File: config.mk
export PLATFORM = sky130hd
export DESIGN_NAME = yuv_frame_size_and_format_check_core
export DESIGN_NICKNAME = d
export VERILOG_FILES = /design/src/sv/yfsc_pkg.sv /design/src/sv/yuv_frame_size_and_format_check_core.sv
export SDC_FILE = /design/constraint.sdc
export NUM_CORES = 2
export LEC_CHECK = 0
export BUFFER_PORTS_ARGS = -buffer_cell sky130_fd_sc_hd__buf_2
export CAP_MARGIN = 20
export CORE_MARGIN = 2
export CORE_UTILIZATION = 50
export CTS_CLUSTER_SIZE = 8
export DETAILED_ROUTE_END_ITERATION = 8
export HOLD_SLACK_MARGIN = 0.03
export PLACE_DENSITY = 0.78
export SKIP_LAST_GASP = 1
export SLEW_MARGIN = 40
export SYNTH_ARGS = -nofsm -noshare
export SYNTH_HDL_FRONTEND = slang
export SYNTH_SLANG_ARGS = --single-unit
File: constraint.sdc
create_clock -name clk_i -period 7.7 [get_ports clk_i]
set_input_delay 0.77 -clock clk_i [delete_from_list [all_inputs] [get_ports clk_i]]
set_output_delay 0.77 -clock clk_i [all_outputs]
set_load 0.02 [all_outputs]
File: src/sv/yfsc_pkg.sv
// Package for the YUV frame size and format check core.
// Holds the subsampling codes, component order codes, register indexes, lookup
// functions and result flag struct; depends on nothing.
package yfsc_pkg;

  localparam int DIM_BITS_DEF = 16;   // default width of the frame dimensions in use
  localparam int FIELD_W      = 16;   // width of each dimension field on the bus
  localparam int IN_TDATA_W   = 32;
  localparam int OUT_TDATA_W  = 56;   // 49 bits of result, padded to whole bytes
  localparam int BYTES_W      = 35;
  localparam int CFG_IDX_W    = 3;
  localparam int CFG_DATA_W   = 5;

  localparam logic [BYTES_W-1:0] BYTES_MAX = '1;

  localparam logic [4:0] MIN_SAMPLE_BITS = 5'd7;
  localparam logic [4:0] DEPTH_LO        = 5'd8;
  localparam logic [4:0] DEPTH_HI        = 5'd16;

  typedef enum logic [2:0] {
    SS_444     = 3'd0,
    SS_422     = 3'd1,
    SS_420     = 3'd2,
    SS_440     = 3'd3,
    SS_410     = 3'd4,
    SS_411     = 3'd5,
    SS_400     = 3'd6,
    SS_UNKNOWN = 3'd7
  } ss_e;

  typedef enum logic [2:0] {
    CFG_SUBSAMPLING = 3'd0,
    CFG_SAMPLE_BITS = 3'd1,
    CFG_PLANAR      = 3'd2,
    CFG_ORDER       = 3'd3,
    CFG_BYTE_PACK   = 3'd4,
    CFG_UV_ILV      = 3'd5,
    CFG_OFFSET_X    = 3'd6,
    CFG_OFFSET_Y    = 3'd7
  } cfg_idx_e;

  // Component order codes; planar and packed layouts share the register.
  localparam logic [3:0] ORD_YUV     = 4'd0;
  localparam logic [3:0] ORD_P_YUVA  = 4'd2;
  localparam logic [3:0] ORD_P_YVUA  = 4'd3;
  localparam logic [3:0] ORD_AYUV    = 4'd2;
  localparam logic [3:0] ORD_VUYA    = 4'd4;
  localparam logic [3:0] ORD_UYVY    = 4'd5;
  localparam logic [3:0] ORD_YVYU    = 4'd8;
  localparam logic [3:0] ORD_UNKNOWN = 4'd9;

  typedef struct packed {
    logic       size_unknown;
    logic       format_valid;
    logic       rgb_convertible;
    logic [4:0] refusal_mask;
    logic [2:0] chroma_step_x;
    logic [2:0] chroma_step_y;
  } flags_t;

  // log2 of the horizontal chroma step
  function automatic logic [1:0] step_lx(ss_e ss);
    logic [1:0] r;
    case (ss)
      SS_410, SS_411: r = 2'd2;
      SS_422, SS_420: r = 2'd1;
      default:        r = 2'd0;
    endcase
    return r;
  endfunction

  // log2 of the vertical chroma step
  function automatic logic [1:0] step_ly(ss_e ss);
    logic [1:0] r;
    case (ss)
      SS_410:         r = 2'd2;
      SS_420, SS_440: r = 2'd1;
      default:        r = 2'd0;
    endcase
    return r;
  endfunction

  // Largest legal chroma offset for each subsampling
  function automatic logic [2:0] max_offset(logic hor, ss_e ss);
    logic [2:0] r;
    case (ss)
      SS_444:  r = 3'd1;
      SS_422:  r = hor ? 3'd3 : 3'd1;
      SS_420:  r = 3'd3;
      SS_440:  r = hor ? 3'd1 : 3'd3;
      SS_410:  r = 3'd7;
      SS_411:  r = hor ? 3'd7 : 3'd1;
      default: r = 3'd0;
    endcase
    return r;
  endfunction

endpackage

File: src/sv/yuv_frame_size_and_format_check_core.sv
// YUV frame size and format check core: top level, single module.
// Uses yfsc_pkg for codes, lookup functions and the result flag struct.
//
// Takes one frame size (width, height) per item and returns one result item
// with the frame buffer size in bytes for the YUV format held in the eight
// configuration registers, plus format validity, RGB convertibility with a
// refusal mask, and the chroma subsampling steps. The core is a four-stage
// pipeline: entry (format checks, chroma dimensions, per-format byte
// multipliers), area products (width x height, chroma width x chroma height),
// scaling by the byte multipliers, and sum with saturation at 2^35-1 into
// the output register. A new item is taken every cycle while the pipeline
// is not stalled by back-pressure; each result passes the entry, area,
// scaling and output registers in order before it reaches the master side.
// Each stage holds its item while the stage after it is full and stalled, so
// back-pressure propagates without losing or repeating items. Write the
// configuration only while no item is in flight.
module yuv_frame_size_and_format_check_core #(
  parameter int DIM_BITS = yfsc_pkg::DIM_BITS_DEF
) (
  input  logic                                 clk_i,
  input  logic                                 rst_ni,
  // configuration write port
  input  logic                                 cfg_we_i,
  input  logic [yfsc_pkg::CFG_IDX_W-1:0]       cfg_idx_i,
  input  logic [yfsc_pkg::CFG_DATA_W-1:0]      cfg_wdata_i,
  // input items
  input  logic                                 s_axis_tvalid_i,
  output logic                                 s_axis_tready_o,
  input  logic [yfsc_pkg::IN_TDATA_W-1:0]      s_axis_tdata_i,   // frame_width, frame_height
  // result items
  output logic                                 m_axis_tvalid_o,
  input  logic                                 m_axis_tready_i,
  // frame_bytes, size_unknown, format_valid, rgb_convertible, refusal_mask,
  // chroma_step_x, chroma_step_y, zero pad
  output logic [yfsc_pkg::OUT_TDATA_W-1:0]     m_axis_tdata_o
);

  // Dimension bits in use: never wider than the bus field.
  localparam int DW = (DIM_BITS < yfsc_pkg::FIELD_W) ? DIM_BITS : yfsc_pkg::FIELD_W;
  localparam int PW = 2 * DW;          // area product
  localparam int TW = PW + 5;          // area times byte multiplier (up to 16)
  localparam int SW = TW + 1;          // luma plus chroma term
  localparam int EW = (SW > yfsc_pkg::BYTES_W) ? SW : yfsc_pkg::BYTES_W + 1;
  localparam int PAD_W = yfsc_pkg::OUT_TDATA_W - yfsc_pkg::BYTES_W - 14;

  // ---------------------------------------------------------------------------
  // Configuration registers
  // ---------------------------------------------------------------------------
  yfsc_pkg::ss_e     ss_q;
  logic [4:0]        bits_q;
  logic              planar_q;
  logic [3:0]        order_q;
  logic              bpack_q;
  logic              uvilv_q;
  logic [3:0]        offx_q;
  logic [3:0]        offy_q;

  always_ff @(posedge clk_i or negedge rst_ni) begin
    if (!rst_ni) begin
      ss_q     <= yfsc_pkg::SS_420;
      bits_q   <= 5'd8;
      planar_q <= 1'b1;
      order_q  <= yfsc_pkg::ORD_YUV;
      bpack_q  <= 1'b0;
      uvilv_q  <= 1'b0;
      offx_q   <= 4'd0;
      offy_q   <= 4'd1;
    end else if (cfg_we_i) begin
      case (yfsc_pkg::cfg_idx_e'(cfg_idx_i))
        yfsc_pkg::CFG_SUBSAMPLING: ss_q     <= yfsc_pkg::ss_e'(cfg_wdata_i[2:0]);
        yfsc_pkg::CFG_SAMPLE_BITS: bits_q   <= cfg_wdata_i;
        yfsc_pkg::CFG_PLANAR:      planar_q <= cfg_wdata_i[0];
        yfsc_pkg::CFG_ORDER:       order_q  <= cfg_wdata_i[3:0];
        yfsc_pkg::CFG_BYTE_PACK:   bpack_q  <= cfg_wdata_i[0];
        yfsc_pkg::CFG_UV_ILV:      uvilv_q  <= cfg_wdata_i[0];
        yfsc_pkg::CFG_OFFSET_X:    offx_q   <= cfg_wdata_i[3:0];
        yfsc_pkg::CFG_OFFSET_Y:    offy_q   <= cfg_wdata_i[3:0];
        default: ;
      endcase
    end
  end

  // ---------------------------------------------------------------------------
  // Pipeline control: a stage takes a new item when empty or when the next
  // stage takes its current one.
  // ---------------------------------------------------------------------------
  logic vld1_q, vld2_q, vld3_q, vld4_q;
  logic rdy1, rdy2, rdy3, rdy4;

  assign rdy4 = !vld4_q || m_axis_tready_i;
  assign rdy3 = !vld3_q || rdy4;
  assign rdy2 = !vld2_q || rdy3;
  assign rdy1 = !vld1_q || rdy2;

  assign s_axis_tready_o = rdy1;

  always_ff @(posedge clk_i or negedge rst_ni) begin
    if (!rst_ni) begin
      vld1_q <= 1'b0;
      vld2_q <= 1'b0;
      vld3_q <= 1'b0;
      vld4_q <= 1'b0;
    end else begin
      if (rdy1) vld1_q <= s_axis_tvalid_i;
      if (rdy2) vld2_q <= vld1_q;
      if (rdy3) vld3_q <= vld2_q;
      if (rdy4) vld4_q <= vld3_q;
    end
  end

  // ---------------------------------------------------------------------------
  // Entry: format checks, chroma dimensions and byte multipliers
  // ---------------------------------------------------------------------------
  logic [DW-1:0]    w_in, h_in;
  logic [1:0]       lx, ly;
  logic             fmt_ok, alpha;
  logic [5:0]       bits_rnd;
  logic [2:0]       bps;
  logic [7:0]       k422_rnd;
  logic [6:0]       bpp444;
  logic [7:0]       k444_rnd;
  yfsc_pkg::flags_t flags1_d;
  logic [DW-1:0]    w1_d, h1_d, cw1_d, ch1_d;
  logic [4:0]       m1_1_d, m2_1_d;

  assign w_in = s_axis_tdata_i[DW-1:0];
  assign h_in = s_axis_tdata_i[yfsc_pkg::FIELD_W +: DW];

  always_comb begin
    lx = yfsc_pkg::step_lx(ss_q);
    ly = yfsc_pkg::step_ly(ss_q);

    // Validity of the format itself
    fmt_ok = 1'b1;
    if (!planar_q) begin
      if (order_q <= yfsc_pkg::ORD_VUYA && ss_q != yfsc_pkg::SS_444) fmt_ok = 1'b0;
      if (order_q >= yfsc_pkg::ORD_UYVY && order_q <= yfsc_pkg::ORD_YVYU &&
          ss_q != yfsc_pkg::SS_422) fmt_ok = 1'b0;
      if (order_q >= yfsc_pkg::ORD_UNKNOWN) fmt_ok = 1'b0;
      if (ss_q >= yfsc_pkg::SS_420 && ss_q <= yfsc_pkg::SS_400) fmt_ok = 1'b0;
      if (uvilv_q) fmt_ok = 1'b0;
    end else if (order_q > yfsc_pkg::ORD_P_YVUA) begin
      fmt_ok = 1'b0;
    end
    // Offsets must be non-negative and within the subsampling limit, except for 4:0:0
    if (ss_q != yfsc_pkg::SS_400) begin
      if (offx_q[3] || offx_q[2:0] > yfsc_pkg::max_offset(1'b1, ss_q)) fmt_ok = 1'b0;
      if (offy_q[3] || offy_q[2:0] > yfsc_pkg::max_offset(1'b0, ss_q)) fmt_ok = 1'b0;
    end
    if (bits_q < yfsc_pkg::MIN_SAMPLE_BITS) fmt_ok = 1'b0;

    flags1_d.size_unknown  = (ss_q == yfsc_pkg::SS_UNKNOWN);
    flags1_d.format_valid  = fmt_ok;
    flags1_d.chroma_step_x = 3'(3'd1 << lx);
    flags1_d.chroma_step_y = 3'(3'd1 << ly);
    flags1_d.refusal_mask  = '0;
    if (fmt_ok) begin
      flags1_d.refusal_mask[0] = (bits_q < yfsc_pkg::DEPTH_LO) || (bits_q > yfsc_pkg::DEPTH_HI);
      // steps are powers of two: the remainder is the low bits
      flags1_d.refusal_mask[1] = |(w_in & DW'((1 << lx) - 1));
      flags1_d.refusal_mask[2] = |(h_in & DW'((1 << ly) - 1));
      flags1_d.refusal_mask[3] = (ss_q == yfsc_pkg::SS_UNKNOWN);
      flags1_d.refusal_mask[4] = !planar_q && ss_q != yfsc_pkg::SS_444 &&
                                 ss_q != yfsc_pkg::SS_422;
    end
    flags1_d.rgb_convertible = fmt_ok && (flags1_d.refusal_mask == 5'd0);

    // Alpha plane or alpha sample counts as one more luma-sized term
    alpha = (planar_q && (order_q == yfsc_pkg::ORD_P_YUVA || order_q == yfsc_pkg::ORD_P_YVUA)) ||
            (!planar_q && ss_q == yfsc_pkg::SS_444 &&
             order_q >= yfsc_pkg::ORD_AYUV && order_q <= yfsc_pkg::ORD_VUYA);

    bits_rnd = {1'b0, bits_q} + 6'd7;
    bps      = bits_rnd[5:3];
    k422_rnd = {1'b0, bits_q, 2'b00} + 8'd7;
    bpp444   = {2'b00, bits_q} + {1'b0, bits_q, 1'b0} + (alpha ? {2'b00, bits_q} : 7'd0);
    k444_rnd = {1'b0, bpp444} + 8'd7;

    // bytes = m1 * (w * h) + m2 * (cw * ch)
    m1_1_d = 5'd0;
    m2_1_d = 5'd0;
    if (ss_q != yfsc_pkg::SS_UNKNOWN) begin
      if (planar_q || !bpack_q) begin
        m1_1_d = alpha ? {1'b0, bps, 1'b0} : {2'b00, bps};
        m2_1_d = (ss_q == yfsc_pkg::SS_400) ? 5'd0 : {1'b0, bps, 1'b0};
      end else if (ss_q == yfsc_pkg::SS_422) begin
        m2_1_d = k422_rnd[7:3];
      end else if (ss_q == yfsc_pkg::SS_444) begin
        m1_1_d = k444_rnd[7:3];
      end
    end

    w1_d  = w_in;
    h1_d  = h_in;
    cw1_d = w_in >> lx;
    ch1_d = h_in >> ly;
  end

  yfsc_pkg::flags_t flags1_q, flags2_q, flags3_q, flags4_q;
  logic [DW-1:0]    w1_q, h1_q, cw1_q, ch1_q;
  logic [4:0]       m1_1_q, m2_1_q, m1_2_q, m2_2_q;

  always_ff @(posedge clk_i) begin
    if (rdy1 && s_axis_tvalid_i) begin
      flags1_q <= flags1_d;
      w1_q     <= w1_d;
      h1_q     <= h1_d;
      cw1_q    <= cw1_d;
      ch1_q    <= ch1_d;
      m1_1_q   <= m1_1_d;
      m2_1_q   <= m2_1_d;
    end
  end

  // ---------------------------------------------------------------------------
  // Stage 2: luma and chroma areas
  // ---------------------------------------------------------------------------
  logic [PW-1:0] area_l2_d, area_c2_d, area_l2_q, area_c2_q;

  assign area_l2_d = PW'(w1_q) * PW'(h1_q);
  assign area_c2_d = PW'(cw1_q) * PW'(ch1_q);

  always_ff @(posedge clk_i) begin
    if (rdy2 && vld1_q) begin
      area_l2_q <= area_l2_d;
      area_c2_q <= area_c2_d;
      m1_2_q    <= m1_1_q;
      m2_2_q    <= m2_1_q;
      flags2_q  <= flags1_q;
    end
  end

  // ---------------------------------------------------------------------------
  // Stage 3: scale areas by bytes per sample group
  // ---------------------------------------------------------------------------
  logic [TW-1:0] term_l3_d, term_c3_d, term_l3_q, term_c3_q;

  assign term_l3_d = TW'(area_l2_q) * TW'(m1_2_q);
  assign term_c3_d = TW'(area_c2_q) * TW'(m2_2_q);

  always_ff @(posedge clk_i) begin
    if (rdy3 && vld2_q) begin
      term_l3_q <= term_l3_d;
      term_c3_q <= term_c3_d;
      flags3_q  <= flags2_q;
    end
  end

  // ---------------------------------------------------------------------------
  // Stage 4: sum, saturate, hold in the output register
  // ---------------------------------------------------------------------------
  logic [EW-1:0]                   sum_ext;
  logic [yfsc_pkg::BYTES_W-1:0]    bytes4_d, bytes4_q;

  always_comb begin
    sum_ext = EW'(SW'(term_l3_q) + SW'(term_c3_q));
    if (sum_ext > EW'(yfsc_pkg::BYTES_MAX)) begin
      bytes4_d = yfsc_pkg::BYTES_MAX;
    end else begin
      bytes4_d = sum_ext[yfsc_pkg::BYTES_W-1:0];
    end
  end

  always_ff @(posedge clk_i) begin
    if (rdy4 && vld3_q) begin
      bytes4_q <= bytes4_d;
      flags4_q <= flags3_q;
    end
  end

  assign m_axis_tvalid_o = vld4_q;
  assign m_axis_tdata_o  = {{PAD_W{1'b0}},
                            flags4_q.chroma_step_y,
                            flags4_q.chroma_step_x,
                            flags4_q.refusal_mask,
                            flags4_q.rgb_convertible,
                            flags4_q.format_valid,
                            flags4_q.size_unknown,
                            bytes4_q};

  // ---------------------------------------------------------------------------
  // Assertions
  // ---------------------------------------------------------------------------
  a_accept_fills_entry: assert property (@(posedge clk_i) disable iff (!rst_ni)
    s_axis_tvalid_i && s_axis_tready_o |=> vld1_q)
    else $error("accepted item did not reach the entry stage");

  a_stall_holds_stage2: assert property (@(posedge clk_i) disable iff (!rst_ni)
    vld2_q && !rdy3 |=> vld2_q && $stable(area_l2_q) && $stable(area_c2_q))
    else $error("stalled item lost in stage 2");

  a_mask_needs_valid: assert property (@(posedge clk_i) disable iff (!rst_ni)
    vld4_q && !flags4_q.format_valid |-> flags4_q.refusal_mask == 5'd0 &&
                                         !flags4_q.rgb_convertible)
    else $error("refusal reported for an invalid format");

  a_unknown_no_size: assert property (@(posedge clk_i) disable iff (!rst_ni)
    vld4_q && flags4_q.size_unknown |-> bytes4_q == '0 &&
                                        flags4_q.chroma_step_x == 3'd1 &&
                                        flags4_q.chroma_step_y == 3'd1)
    else $error("size reported for unknown subsampling");

endmodule
==> flow_summary.json <==
{
  "report.final.slew_viol_count": 0,
  "track_usage": 0.228,
  "diodes": 0,
  "arrival_ps": 7210,
  "maxCapViolCount": 0,
  "final_cells": 5157,
  "final_nets": 5048,
  "overflow": 0,
  "viasPerCell": 5.45,
  "drc": 0,
  "ios": 103,
  "cp_data_required_time_ps": 8030,
  "max_freq_mhz": 145,
  "syn_area_um2": 40700,
  "avgSynthCellArea_um2": 10.1,
  "die_w_um": 289,
  "critical_path_class": "flip-flop to flip-flop",
  "crit_start": "w1_q[7]$_DFFE_PP_",
  "grt_max_degree": 80,
  "max-slew-margin-rel": 0.456,
  "start_util": 0.505,
  "rows": 104,
  "cts_resized": 0,
  "cp-end-kind": "flip-flop",
  "hold_viol": 0,
  "synth-seq-cells": 340,
  "dpl.hpwl_mm": 74.0,
  "final.fill_count": 6787,
  "r2r_start": "w1_q[7]$_DFFE_PP_",
  "grt_pass1_vias": 28800,
  "cts_setup_buffers": 0,
  "synth_edf_count": 313,
  "synth_seq_area_share": 0.248,
  "grt_setup_unrepaired": "false",
  "setup_viol": 0,
  "cpPeakStageDelay_ps": 670,
  "drive_gt1_frac": 0.0654,
  "worstMarginPinSlew_ps": 816,
  "crit_top_cell": "fa_1",
  "async_reset_ff_frac": 0.0794,
  "ys.flop_type": "edfxtp_1",
  "cts_tree": "done",
  "path_cells": "and2_1 > fa_1 > inv_1 > fa_1 > fa_1 > fa_1 > inv_1 > fa_1 > inv_1 > fa_1 > inv_1 > ha_1 > and3_1 > nor2b_1 > or4_1 > a21oi_1 > o2111a_1 > nor3_1 > o41ai_2 > mux2i_1 > nor2_1",
  "synth_warnings": 0,
  "wl_per_cell_um": 18.1,
  "area_growth_pct": 7.35,
  "fin_crit_sh": 0.893,
  "yosys-top-cells-area": "fa_1, edfxtp_1, ha_1, and2_1, inv_1",
  "synth_top_cell_area_share": 0.282,
  "synthCells": 4025,
  "cts_buffer_depth": 3,
  "min_period_ps": 6880,
  "clock_latency_ps": 590,
  "yosysTopAreaCell": "fa_1",
  "portBuffers": 95,
  "core_area_um2": 80500,
  "die_area_um2": 83600,
  "antenna_found_initial": 1,
  "synthTopCellsByCount": "inv_1, fa_1, nand2_1",
  "dr.pass1.iters": 5,
  "placed_cells": 5077,
  "cp_max_fo": 16,
  "gp_congestion": 0.958,
  "slowest_stage": "edfxtp_1",
  "fin_skew_ps": 29.6,
  "yosysMostFrequentCell": "inv_1",
  "cts_hold_buf": 0,
  "antenna_left": 0,
  "die_y_um": 289,
  "numCtsBuffers": 50,
  "outcome": "complete, no violations",
  "cts_sinks": 340,
  "r2r.worst_path.cells": 21,
  "tns_ps": 0,
  "path_clk_slew_ps": 50,
  "cts_root_buffer": "clkbuf_16",
  "num_vias": 28100,
  "yosysUniqueCellTypes": 89,
  "grt_pass1_wl_mm": 151,
  "cp-start-kind": "flip-flop",
  "wl_mm": 93.2,
  "cts_max_level": 2,
  "holdCritPathClass": "primary input to async pin",
  "drt-initial-drc-count": 1762
}
cells by family (layout without fill, tap and decap cells):
logic type               Yosys count  count (layout)  share of synthesized area
adder cells (fa/ha/maj)          932             932                      0.393
XOR/XNOR                         144             144                     0.0310
AND/OR/NAND/NOR                 1239            1239                      0.151
other                              1               8                  0.0000922
flip-flops                       340             340                      0.248
AO/OA/AOI/OAI                    549             549                     0.0893
buffers and inverters            769             834                     0.0727
multiplexers                      51              51                     0.0156
sequential cells by signal (all words and copies together) (netlist names), 14 cells and up:
| signal | flops |
|---|---|
| term_c3_q | 37 |
| term_l3_q | 37 |
| bytes4_q | 35 |
| area_c2_q | 32 |
| area_l2_q | 32 |
| ch1_q | 16 |
| cw1_q | 16 |
| h1_q | 16 |
| w1_q | 16 |
| flags1_q | 14 |
| flags2_q | 14 |
| flags3_q | 14 |
| m_axis_tdata_o | 14 |
path summary, 6_finish.rpt:
path                                           endpoint  slack (ps)
worst max-delay path            area_l2_q[31]$_DFFE_PP_         820
worst min-delay path              offx_q[2]$_DFFE_PN0P_         210
worst max register to register  area_l2_q[31]$_DFFE_PP_         820
worst min register to register      m1_2_q[3]$_DFFE_PP_         400
max in group asynchronous         bits_q[4]$_DFFE_PN0P_        7050
min in group clk_i                  m1_2_q[3]$_DFFE_PP_         400
metrics by stage:
step / worst slack, ps / area [um^2] / utilization / hold WS (ps)
floorplan: 1350 / 40700 / - / 400
global placement: 889 / 42100 / 0.523 / 400
detailed placement: 815 / 42200 / 0.524 / 405
CTS: 804 / 43600 / 0.541 / 202
global route: 557 / 43600 / 0.542 / 246
finish: 822 / 43600 / 0.542 / 209
worst max-delay path, delay by kind of cell, from the launching register on:
family | cells | cell delay, ps
simple gates | 6 | 1250
buf+inv | 4 | 210
mux | 1 | 230
compound gates | 3 | 920
fa+ha+maj | 7 | 3350
flops | 1 | 670
routing by layer:
metal / part of all wire / up-vias / global-route usage
li1: - / 13100 / -
met4: 0.029 / 2 / 0.0695
met2: 0.45 / 997 / 0.359
met3: 0.077 / 178 / 0.0458
met5: 0.000086 / - / 0
met1: 0.45 / 13800 / 0.321
cell type report:
| class | instances | area, um^2 | share of cell area |
|---|---|---|---|
| Multi-Input combinational cell | 2923 | 27700 | 0.634 |
| Sequential cell | 340 | 10100 | 0.231 |
| Inverter | 627 | 2350 | 0.0539 |
| Clock buffer | 72 | 1360 | 0.0310 |
| Tap cell | 1060 | 1330 | 0.0304 |
| Timing Repair Buffer | 129 | 764 | 0.0175 |
| Clock inverter | 6 | 81.3 | 0.00186 |
placed cells by master, fill, tap and decap left out, drive strengths merged, types with 23 or more instances in the layout:
master	n
dfrtp	23
inv	627
a21o	89
and2	401
a211oi	24
xor2	47
nand3	30
a21oi	171
nand2	540
nand2b	23
ha	359
xnor2	97
edfxtp	313
o21a	26
clkbuf	72
nor2	100
mux2i	25
nor2b	34
fa	573
buf	129
nor3	37
o21ai	123
Power is left out: the tool's default activity adds up to more than one toggle a clock period on the data nets, which glitch-free logic cannot reach.
